$ cat src/rtl/uld_ram.sv
// generic single-port-write, single-read synchronous ram with registered read
// no dependencies
module uld_ram #(
  parameter int Width = 8,
  parameter int Depth = 16
) (
  input  logic                     clk_i,
  input  logic                     we_i,
  input  logic [$clog2(Depth)-1:0] waddr_i,
  input  logic [Width-1:0]         wdata_i,
  input  logic [$clog2(Depth)-1:0] raddr_i,
  output logic [Width-1:0]         rdata_o
);
  logic [Width-1:0] mem [Depth];

  always_ff @(posedge clk_i) begin
    if (we_i) begin
      mem[waddr_i] <= wdata_i;
    end
    rdata_o <= mem[raddr_i];
  end
endmodule

$ cat config.mk
export PLATFORM = sky130hd
export DESIGN_NAME = uld_ram
export DESIGN_NICKNAME = d
export VERILOG_FILES = /design/src/rtl/uld_ram.sv
export SDC_FILE = /design/constraint.sdc
export NUM_CORES = 1
export LEC_CHECK = 0
export BUFFER_PORTS_ARGS = -buffer_cell sky130_fd_sc_hd__buf_2
export CAP_MARGIN = 15
export CORE_AREA = 5 5 108 110
export DETAILED_ROUTE_END_ITERATION = 8
export DIE_AREA = 0 0 113 115
export GPL_TIMING_DRIVEN = 0
export MAX_ROUTING_LAYER = met4
export PLACE_DENSITY_LB_ADDON = 0.2
export SLEW_MARGIN = 40
export SYNTH_ARGS = -nofsm -noshare
export SYNTH_HDL_FRONTEND = slang
export SYNTH_SLANG_ARGS = --single-unit
$ cat constraint.sdc
create_clock -name clk_i -period 2.1 [get_ports clk_i]
set_clock_uncertainty 0.2 [all_clocks]
set_input_delay 0.525 -clock clk_i [delete_from_list [all_inputs] [get_ports clk_i]]
set_output_delay 0.525 -clock clk_i [all_outputs]
set_load 0.01 [all_outputs]
==> impl_results.md <==
* Iter 0 DRT Violations at 149
* Total Die Area at 13000 sq um
* CP endpoint kind: register
* Synthesized Nets at 247
* Largest net degree at the start of global routing at 17
* Outcome: finished, final reports clean
* Least-Margin Pin Slew at 0.823 ns
* Synth Instances at 229
* Core ar. at 10600 sq um
* Die Span X at 113 microns
* CTS Sinks at 136
* Most common cell after layout, fill and taps aside: edfxtp_1
* WS Path Type: primary input to register
* Routed WL at 9760 microns
* Cell area after synthesis at 5150 sq um
* Initial antenna violation count at 0
* Inserted Diodes at 0
* Final Cell Area at 6020 sq um
* Syn_area_per_cell at 22.5 sq um
* GRT Overall Usage at 0.168
* Layout fillers at 787
* Worst-path clk slew at 0.06 ns
* Final antenna-violating net count at 0
* Synth unique cells at 19
* R2r startpoint: mem[5][2]
* Die height at 115 microns
* Worst Setup Start Kind: primary input
* RSZ-0062 raised after global routing: no
* Highest-count cells in the layout ignoring fill and taps: edfxtp_1 (128), buf_2 (27), mux4_2 (18)
* Max_slew headroom at 0.450
* Uppermost routed layer: met4
* Hold_ws at 0.216 ns
* R2R Setup Slk at 0.50 ns
* Critical Path Fanout Max at 8
* Crit path time final at 1.92 ns
* # port buffers at 24
* Detailed Place HPWL at 6050 microns
* Drt pass-1 iters at 4
* Leakage at 2.01 nW
* WHS Endpoint: mem[2][3]
* Initial core utilization at 0.485
* Max Cap Viol at 0
* Yosys warnings at 0
* Fmax at 522 MHz
* PwrDens at 1010 nW/um^2
* P&R area growth vs syn at 16.9%
* Final Hold Fails at 0
* Final TNS setup at 0 ns
* Via/cell ratio at 5.61
* Worst hold path startpoint: wdata_i[3]
* Critical path required time at 2.04 ns
* Number of remaining DRC errors at 0
* HP Class: primary input to register
* Post-CTS Setup Inserts at 0
* VDD IR max at 429 uV
* Multi-input logic area at 1080 sq um
* Insertion delay to the later sink of the worst-skew pair at 0.52 ns
* Vias in the first global route at 2373
* Global-route wire length before repair at 14600 microns
* Sequential cell area at 4000 sq um
* Routed vias at 2383
* Setup-failing EPs final at 0
* Worst setup margin at 0.184 ns
* Clk buf depth at 2
* Fin. max-slew vios at 0
* CTS Buf Count at 17
* Met3 wire length at 630 microns
* Htree depth at 4
* # IOs at 26
* CTS tree: built
* Row cnt at 38
* Grt total ovfl at 0
* Final nets at 290
* Worst R2R Path Depth at 3
* Setup WS pre-CTS at -0.358 ns
* R2r endpoint: rdata_o[2]
* Register area share after synthesis at 0.778
* Launch point of the worst path: waddr_i[2]
* Share of layout cells above drive strength 1 at 0.295
* DR WL/cell at 23.0 microns
* Crit share post-route at 0.912
* Placed instance area at 5460 sq um
* Pwr Total at 6.07 mW
* Yosys reg bits at 136
* Met2 routed WL at 4690 microns
* GPL Wtd Cong at 0.719
* Met1 Wirelength at 4270 microns
* Cts hold-fix bufs at 0
* Hold Path Stages at 1
* Post_cts resized at 0
* Arr. time, crit path at 1.86 ns
* Clock root buffer master: clkbuf_8
==> registers in the layout (all words and copies together), names as in the netlist <==
name / cells
rdata_o: 8
mem: 128
==> layout make-up <==
class,instances,area share
Multi-Input combinational cell,83,0.180
Timing Repair Buffer,24,0.0200
Clock inverter,3,0.00665
Buffer,10,0.0143
Tap cell,140,0.0291
Sequential cell,136,0.665
Clock buffer,29,0.0846
==> metrics by stage <==
stage | util | instances
floorplan | - | 229
detailed placement | 0.515 | 393
global route | 0.568 | 425
finish | 0.568 | 425
CTS | 0.567 | 425
global placement | 0.514 | 393
==> synthesized netlist by cell type <==
master,number,share of area
clkdlybuf4s25_2,3,0.0058
and2b_1,1,0.0015
nor2_1,13,0.0095
nand2_1,9,0.0066
nand2b_1,2,0.0024
dfxtp_1,8,0.031
and2_1,1,0.0012
buf_6,3,0.0066
or3b_2,1,0.0017
buf_2,3,0.0029
edfxtp_1,128,0.75
buf_4,1,0.0015
nor3_1,4,0.0039
a22oi_1,16,0.023
nand3b_1,2,0.0029
nor2b_1,1,0.0012
mux4_1,14,0.071
mux4_2,18,0.079
nand3_1,1,0.00097
==> worst max-delay path by stage <==
stage | to | slack [ns] | depth (start not counted)
after floorplan | mem[3][0] | 0.11 | 2
after global placement | mem[8][3] | -0.46 | 3
after detailed placement | mem[2][2] | -0.36 | 3
after CTS | mem[2][0] | 0.18 | 3
after global routing | mem[2][6] | 0.16 | 3
final | mem[2][0] | 0.18 | 3
==> cells by family after synthesis <==
kind of cell	after synthesis	synth area share
DFF	136	0.778
AOI/OAI and AO/OA	16	0.0233
and+or+nand+nor	35	0.0318
buffers and inverters	10	0.0168
muxes	32	0.150
==> per-layer routing <==
layer  vias to the layer above  track usage
li1                       1061            -
met1                      1226        0.217
met2                        85        0.250
met3                        11       0.0616
met4                         0       0.0545
met5                         -            -
==> report_power, final <==
| group | switching, mW | leakage [nW] | internal [mW] |
|---|---|---|---|
| registers | 0.0131 | 1.22 | 3.04 |
| clock network | 0.997 | 0.271 | 1.73 |
| logic | 0.175 | 0.519 | 0.121 |
| total | 1.18 | 2.01 | 4.88 |
==> worst max-delay path, cell delays in order <==
cell and delay [ns]:
buf_2 0.11, or3b_2 0.55, nor2_1 0.66
(Power assumes the default switching activity.)
