[src/rtl/uld_pkg.sv]
// package for the utf-8 levenshtein distance block
// constants, command codes and the sequencer state type; no dependencies
package uld_pkg;
  localparam int MaxPoints = 128;
  localparam int IdxW      = $clog2(MaxPoints);
  localparam int CntW      = $clog2(MaxPoints + 1);
  localparam int RowIdxW   = $clog2(MaxPoints + 1);
  localparam int PointW    = 21;
  localparam int DistW     = 8;

  typedef enum logic [1:0] {
    CmdLoadFirst  = 2'd0,
    CmdLoadSecond = 2'd1,
    CmdCompute    = 2'd2,
    CmdNone       = 2'd3
  } cmd_e;

  typedef enum logic [2:0] {
    StIdle,
    StInit,
    StRowStart,
    StCell,
    StCellWait,
    StFinish,
    StOut
  } state_e;
endpackage

[src/rtl/uld_decoder.sv]
// utf-8 decoder for one string: folds bytes into code points and counts them
// depends on uld_pkg
module uld_decoder (
  input  logic                      clk_i,
  input  logic                      rst_ni,
  input  logic                      load_i,
  input  logic                      clear_i,
  input  logic [7:0]                byte_i,
  output logic                      we_o,
  output logic [uld_pkg::IdxW-1:0]  waddr_o,
  output logic [uld_pkg::PointW-1:0] wdata_o,
  output logic [uld_pkg::CntW-1:0]  count_o
);
  import uld_pkg::*;

  logic [CntW-1:0]   count_q, count_d;
  logic [1:0]        rem_q, rem_d;
  logic [PointW-1:0] part_q, part_d;

  always_comb begin
    count_d = count_q;
    rem_d   = rem_q;
    part_d  = part_q;
    we_o    = 1'b0;
    waddr_o = count_q[IdxW-1:0];
    if (clear_i) begin
      count_d = '0;
      rem_d   = '0;
      part_d  = '0;
    end else if (load_i) begin
      if (rem_q != 2'd0) begin
        part_d  = {part_q[PointW-7:0], byte_i[5:0]};
        rem_d   = rem_q - 2'd1;
        we_o    = (count_q != '0);
        waddr_o = IdxW'(count_q - CntW'(1));
      end else if (count_q < CntW'(MaxPoints)) begin
        if (!byte_i[7]) begin
          part_d = PointW'(byte_i);
          rem_d  = 2'd0;
        end else if (byte_i[7:5] == 3'b110) begin
          part_d = PointW'(byte_i[4:0]);
          rem_d  = 2'd1;
        end else if (byte_i[7:4] == 4'b1110) begin
          part_d = PointW'(byte_i[3:0]);
          rem_d  = 2'd2;
        end else begin
          part_d = PointW'(byte_i[2:0]);
          rem_d  = 2'd3;
        end
        we_o    = 1'b1;
        count_d = count_q + CntW'(1);
      end
    end
  end

  assign wdata_o = part_d;
  assign count_o = count_q;

  always_ff @(posedge clk_i or negedge rst_ni) begin
    if (!rst_ni) begin
      count_q <= '0;
      rem_q   <= '0;
      part_q  <= '0;
    end else begin
      count_q <= count_d;
      rem_q   <= rem_d;
      part_q  <= part_d;
    end
  end
endmodule

[config.mk]
export PLATFORM = sky130hd
export DESIGN_NAME = uld_decoder
export DESIGN_NICKNAME = d
export VERILOG_FILES = /design/src/rtl/uld_pkg.sv /design/src/rtl/uld_decoder.sv
export SDC_FILE = /design/constraint.sdc
export NUM_CORES = 1
export LEC_CHECK = 0
export BUFFER_PORTS_ARGS = -buffer_cell sky130_fd_sc_hd__buf_2
export CAP_MARGIN = 20
export CORE_MARGIN = 2
export CORE_UTILIZATION = 50
export DETAILED_ROUTE_END_ITERATION = 7
export PLACE_DENSITY = 0.79
export SKIP_LAST_GASP = 1
export SLEW_MARGIN = 20
export SYNTH_ARGS = -nofsm -noshare
export SYNTH_HDL_FRONTEND = slang
export SYNTH_SLANG_ARGS = --single-unit
[constraint.sdc]
create_clock -name clk_i -period 2 [get_ports clk_i]
set_input_delay 0.2 -clock clk_i [delete_from_list [all_inputs] [get_ports clk_i]]
set_output_delay 0.2 -clock clk_i [all_outputs]
set_load 0.05 [all_outputs]
==> flow_summary.ini, run 1 <==
[logic_synthesis]
avgSynthCellArea_um2 = 10.67
synth_top_area_share_pct = 51.58
synth_area_um2 = 1504
synth.net_count = 156
yosysTopAreaCell = dfrtp_1
synth.distinct_cells = 33
ys_warn_count = 0
syn_inst = 141
synth_ff_type = dfrtp_1
synth_area_leaders = dfrtp_1, a22o_1, xnor2_1
yosysSeqAreaShare_pct = 51.58
synth-seq-cells = 31
async_flop_share_pct = 100.0
synth_edf_count = 0

[timing]
fin_ws_ns = -0.07671
slew_headroom_pct = 54.70
worst_clock_skew_ns = 0.01496
max_freq_mhz = 481.5
period_minus_slack_ns = 2.077
setup_viol = 18
hold_violations = 0
tightest_slew_ns = 0.6796
post-route-period-util_pct = 103.8
slew_viol_final = 0
timing.setup.tns_ns = -0.9492
rsz0062_at_grt = true

[power]
internal_power_mw = 0.9228
p_sw_share_pct = 32.51
power_frac_clock_pct = 27.8
p_per_area_nw_per_um2 = 599.1
leakage_nw = 1.138
power_mw = 1.367
combinationalPowerShare_pct = 23.7
p_switching_mw = 0.4445
power_frac_seq_pct = 48.5
ir_drop_mv = 0.4762

[route]
wl_met1_um = 1740
route.detailed.drc = 4
met2WireLength_um = 2100
routed_wirelength_um = 4171
wl_met3_um = 263
top_layer = met4
post_drt_wl_per_cell_um = 17.60
ant_nets = 0
post_drt_via_cell_ratio = 6.008
vias = 1424
dr.pass1.iters = 6
drt_iter0_drc = 63

[setup_path]
worstPathArrival_ns = 1.88
cp_max_fo = 5
cp-end-kind = output port
crit_type = register to output port
startpoint_type = register
cp.buffers_inverters = 2
critical_path.top_delay_family = flip-flops
slowest_stage = dfrtp_1
crit_path_cell_trace = or3b_4 -> a21oi_4 -> buf_4 -> o2bb2ai_2 -> buf_6
crit_required_ns = 1.80
slowest_delay_ns = 0.44

[outcome]
status = complete, but fails checks
violations = DRC, setup timing

[die]
fp.dieH_um = 58.85
num_rows = 19
start_util_pct = 53.61
die_x_um = 58.85
pin_count = 49
die_area_um2 = 3463
core_area_um2 = 2805

[place]
gp_congestion = 0.8387
dp_cells = 224
dpl.hpwl_um = 2646
portBuffers = 48

[cts]
cts-root-buf = clkbuf_4
tritoncts = built
clock_latency_ns = 0.34
clkSinkCount = 31
numCtsBuffers = 5
clk_pin_slew_ns = 0.10
cts_max_level = 2
ctsLongestPathBuffers = 2

[cells_and_area]
num_antenna_cells = 0
utilization_pct = 81.36
drive_above_1_share_pct = 58.25
final_cells = 237
fillers = 149
finalNetCount = 221
areaGrowthSynthToFinish_pct = 51.75

[grt]
grt_pass1_vias = 1348
grt_usage_pct = 24.59
grt_pass1_wl_um = 6444
grt_max_degree = 32
grt_overflow_total = 0
antenna_found_initial = 0

[run]
maxCapViolations = 0

[min_path]
hp-class = input pin to register
[cells in the final DEF, fill, tap and decap left out, types with 4 or more instances in the layout]
master	instances
a21oi_1	6
a22o_2	13
buf_2	21
buf_4	22
buf_6	18
buf_8	5
clkbuf_4	6
dfrtp_1	28
nand2_1	6
nand2b_1	4
nand3_1	5
nand4_1	7
nor2_1	5
xnor2_2	6
[kinds of logic (layout without fill, tap and decap cells)]
group	count (synthesis)	in the layout	share of synthesized area, %
AOI/OAI and AO/OA	38	38	18.97
xor gates and xnor gates	6	6	3.494
muxes	3	3	2.163
adders and majority gates	3	3	2.496
buffers and inverters	14	79	3.743
DFF	31	31	51.58
and+or+nand+nor	46	46	17.55
[final timing paths]
path | startpoint | end | slack [ns] | cells past startpoint
max reg2reg | rem_q[0] | count_o[5] | 0.08 | 4
min | byte_i[0] | part_q[0] | 0.10 | 2
min in group asynchronous | rst_ni | part_q[4] | 0.43 | 2
max | rem_q[0] | wdata_o[6] | -0.08 | 5
min reg2reg | part_q[18] | part_q[18] | 0.52 | 1
max in group asynchronous | rst_ni | count_o[0] | 1.09 | 2
[timing repair]
item / in CTS / in global routing
gates cloned: 1 / 0
setup endpoints to repair: 28 / 28
gates resized for setup: 56 / 18
hold buffers: 1 / 0
pin swaps: 1 / 4
hold endpoints to repair: 31 / 0
buffers inserted: 2 / 2
[worst reg2reg max path, delay by kind of cell (launching register included)]
family          cells  cell delay, ns
compound gates      1            0.17
buf+inv             1            0.16
flops               1            0.44
simple gates        2            1.08
[state kept, by name, indices dropped and copies added (netlist names)]
name	flops
count_o	8
rem_q	2
part_q	21
[synthesized netlist by cell type, types with 4 or more instances]
library cell and count:
a22o_1 17, nand2b_1 4, nand3_1 5, nand2_1 6, dfrtp_1 31, nand4_1 7, inv_1 4, clkbuf_1 5
xnor2_1 6, a21oi_1 9, nor2_1 6
[per-stage QoR]
stage | hold WS [ns] | cell area (um^2) | setup slack [ns]
3_5_place_dp | 0.2712 | 1933 | -0.08823
5_1_grt | 0.09817 | 2282 | -0.1340
4_1_cts | 0.1164 | 2197 | -0.07451
3_3_place_gp | 0.2693 | 1933 | -0.02058
6_report | 0.1046 | 2282 | -0.07671
2_1_floorplan | -0.09559 | 1590 | -0.1168
[power by group through the flow]
stage,Sequential (mW),Clock (mW),Combinational [mW]
global route,0.665,0.413,0.343
detailed placement,0.671,0,0.273
global placement,0.670,0,0.267
floorplan,0.680,0,0.175
CTS,0.659,0.378,0.304
finish,0.663,0.380,0.324
[final cells by class]
cell class / instances / area [um^2] / share of cell area, %
sequential: 31 / 779.5 / 34.16
tap: 31 / 38.79 / 1.700
multi-input combinational: 96 / 827.0 / 36.24
clock inverter: 1 / 5.005 / 0.2193
timing repair buffer: 68 / 565.5 / 24.78
clock buffer: 6 / 51.30 / 2.248
inverter: 4 / 15.01 / 0.6579
[per-layer routing]
| metal | track usage (%) | vias to the layer above |
|---|---|---|
| met5 | 0 | - |
| met4 | 8.442 | 0 |
| met3 | 7.253 | 8 |
| met2 | 39.52 | 65 |
| met1 | 31.76 | 697 |
| li1 | - | 654 |
Note: power is estimated with default switching activity, not from simulation.
==> inputs of run 2 (changes only) <==
PLACE_DENSITY = default   (was 0.79)
PLACE_DENSITY_LB_ADDON = 0.05   (was default)
==> run 2 against run 1 <==
The flow still finishes with violations (DRC, setup timing). Clock skew shrank 0.0084 ns. Fmax fell by 5.0%. Flip-flop and latch count is the same. Setup slack got worse by 0.11 ns. Wire length grew 31%. Critical endpoint is now wdata_o[3]. Largest cell class unchanged. Largest power group unchanged. Highest routed layer unchanged.
==> flow_summary.ini, run 2 (synthesis results as in run 1) <==
[setup_path]
critical_path.top_delay_family = flip-flops
path_depth = 5
worstPathArrival_ns = 1.99
cp_max_fo = 5
cp-end-kind = output port
slowest_stage = dfrtp_1
startpoint_type = register
cp_common_cell = buf_6
slowest_delay_ns = 0.44
crit_required_ns = 1.80
crit_path_cell_trace = or3b_4 -> a21oi_4 -> buf_6 -> a32o_2 -> buf_6
crit_type = register to output port
cp.buffers_inverters = 2
r2r-end = count_o[5]
rrSetupSlack_ns = -0.03
worstReg2RegStart = rem_q[1]
ff2ff_path_depth = 5

[grt]
antenna_found_initial = 0
grt_overflow_total = 0
grt_max_degree = 32
grt_pass1_vias = 1486
grt_pass1_wl_um = 7486
grt_usage_pct = 29.86

[route]
post_drt_via_cell_ratio = 6.414
dr.pass1.iters = 6
post_drt_wl_per_cell_um = 22.02
route.detailed.drc = 4
routed_wirelength_um = 5482
drt_iter0_drc = 92
vias = 1597
ant_nets = 0

[min_path]
hp-class = input pin to register
holdPathEnd = part_q[0]
min_from = byte_i[0]
hold_depth = 2

[cells_and_area]
largest_reg_flops = 21
finalNetCount = 232
fillers = 118
drive_above_1_share_pct = 62.39
areaGrowthSynthToFinish_pct = 66.89
top_register = part_q
final_cell_mix = dfrtp_1, buf_4, buf_2
num_antenna_cells = 0
final_cells = 249

[outcome]
violations = DRC, setup timing
status = complete, but fails checks

[power]
leakage_nw = 1.237
ir_drop_mv = 0.6577
p_per_area_nw_per_um2 = 629.4

[timing]
rsz0062_at_grt = true
post-route-period-util_pct = 109.3
hold_violations = 0
fin_ws_ns = -0.1867
setup_viol = 22
worst_clock_skew_ns = 0.006524
period_minus_slack_ns = 2.187
slew_headroom_pct = 52.82
max_freq_mhz = 457.3
tightest_slew_ns = 0.7077
slew_viol_final = 0

[die]
start_util_pct = 53.61
die_area_um2 = 3463
fp.dieH_um = 58.85
num_rows = 19
die_x_um = 58.85
pin_count = 49
core_area_um2 = 2805

[run]
maxCapViolations = 0

[place]
dp_cells = 226
post-place-ws_ns = -0.1466
portBuffers = 48
dpl.hpwl_um = 2620
gp_congestion = 0.8672

[cts]
numCtsBuffers = 5
ctsLongestPathBuffers = 2
cts_max_level = 2
cts-root-buf = clkbuf_4
clock_latency_ns = 0.35
clkSinkCount = 31
tritoncts = built
clk_pin_slew_ns = 0.10
==> run 2: per-layer routing <==
metal,GRT usage (%),vias up,routed length [um]
met5,0,-,0
met4,14.29,0,313
met3,8.352,30,488
met2,47.30,117,2702
met1,37.66,771,1977
li1,-,679,-
==> run 2: stage by stage <==
stage	util [%]	cell area, um^2	TNS, ns	total power [mW]	hold slack, ns
2_1_floorplan	-	1590	-0.1168	0.8558	-0.09559
3_3_place_gp	69.45	1948	-0.5612	0.9411	0.2680
3_5_place_dp	69.45	1948	-1.912	0.9468	0.2782
4_1_cts	84.43	2369	-1.563	1.521	0.08549
5_1_grt	89.47	2510	-4.239	1.623	0.08826
6_report	89.47	2510	-3.338	1.580	0.09559
==> run 2: what timing repair did <==
action / in CTS / in global routing
cloned: 3 / 0
gates resized for setup: 74 / 25
hold endpoints to repair: 31 / 0
setup endpoints to repair: 27 / 32
pin swaps: 7 / 5
hold buffers: 1 / 0
setup buffers: 6 / 5
==> run 2: worst max path at each step <==
stage	start	endpoint
2_1_floorplan	count_o[4]	waddr_o[6]
3_3_place_gp	clear_i	wdata_o[12]
3_5_place_dp	rem_q[1]	wdata_o[12]
4_1_cts	rem_q[1]	wdata_o[20]
5_1_grt	rem_q[1]	wdata_o[3]
6_report	rem_q[1]	wdata_o[3]
==> run 2: cell type report <==
cell class | count | area [um^2] | share of cell area (%)
Clock inverter | 2 | 35.03 | 1.396
Timing Repair Buffer | 79 | 721.9 | 28.76
Sequential cell | 31 | 780.7 | 31.11
Inverter | 4 | 15.01 | 0.5982
Tap cell | 31 | 38.79 | 1.545
Clock buffer | 6 | 51.30 | 2.044
Multi-Input combinational cell | 96 | 867.1 | 34.55
==> run 2: worst register-to-register path: cells and delay by family, from the launching register on <==
family          cells  cell delay (ns)
flops               1             0.44
compound gates      1             0.16
simple gates        2             1.07
buf+inv             2             0.31
==> run 2: power breakdown <==
group	total, mW	switching, mW	internal, mW
combinational	0.375	0.232	0.143
sequential	0.668	0.0252	0.642
clock	0.537	0.241	0.295
total	1.58	0.499	1.08
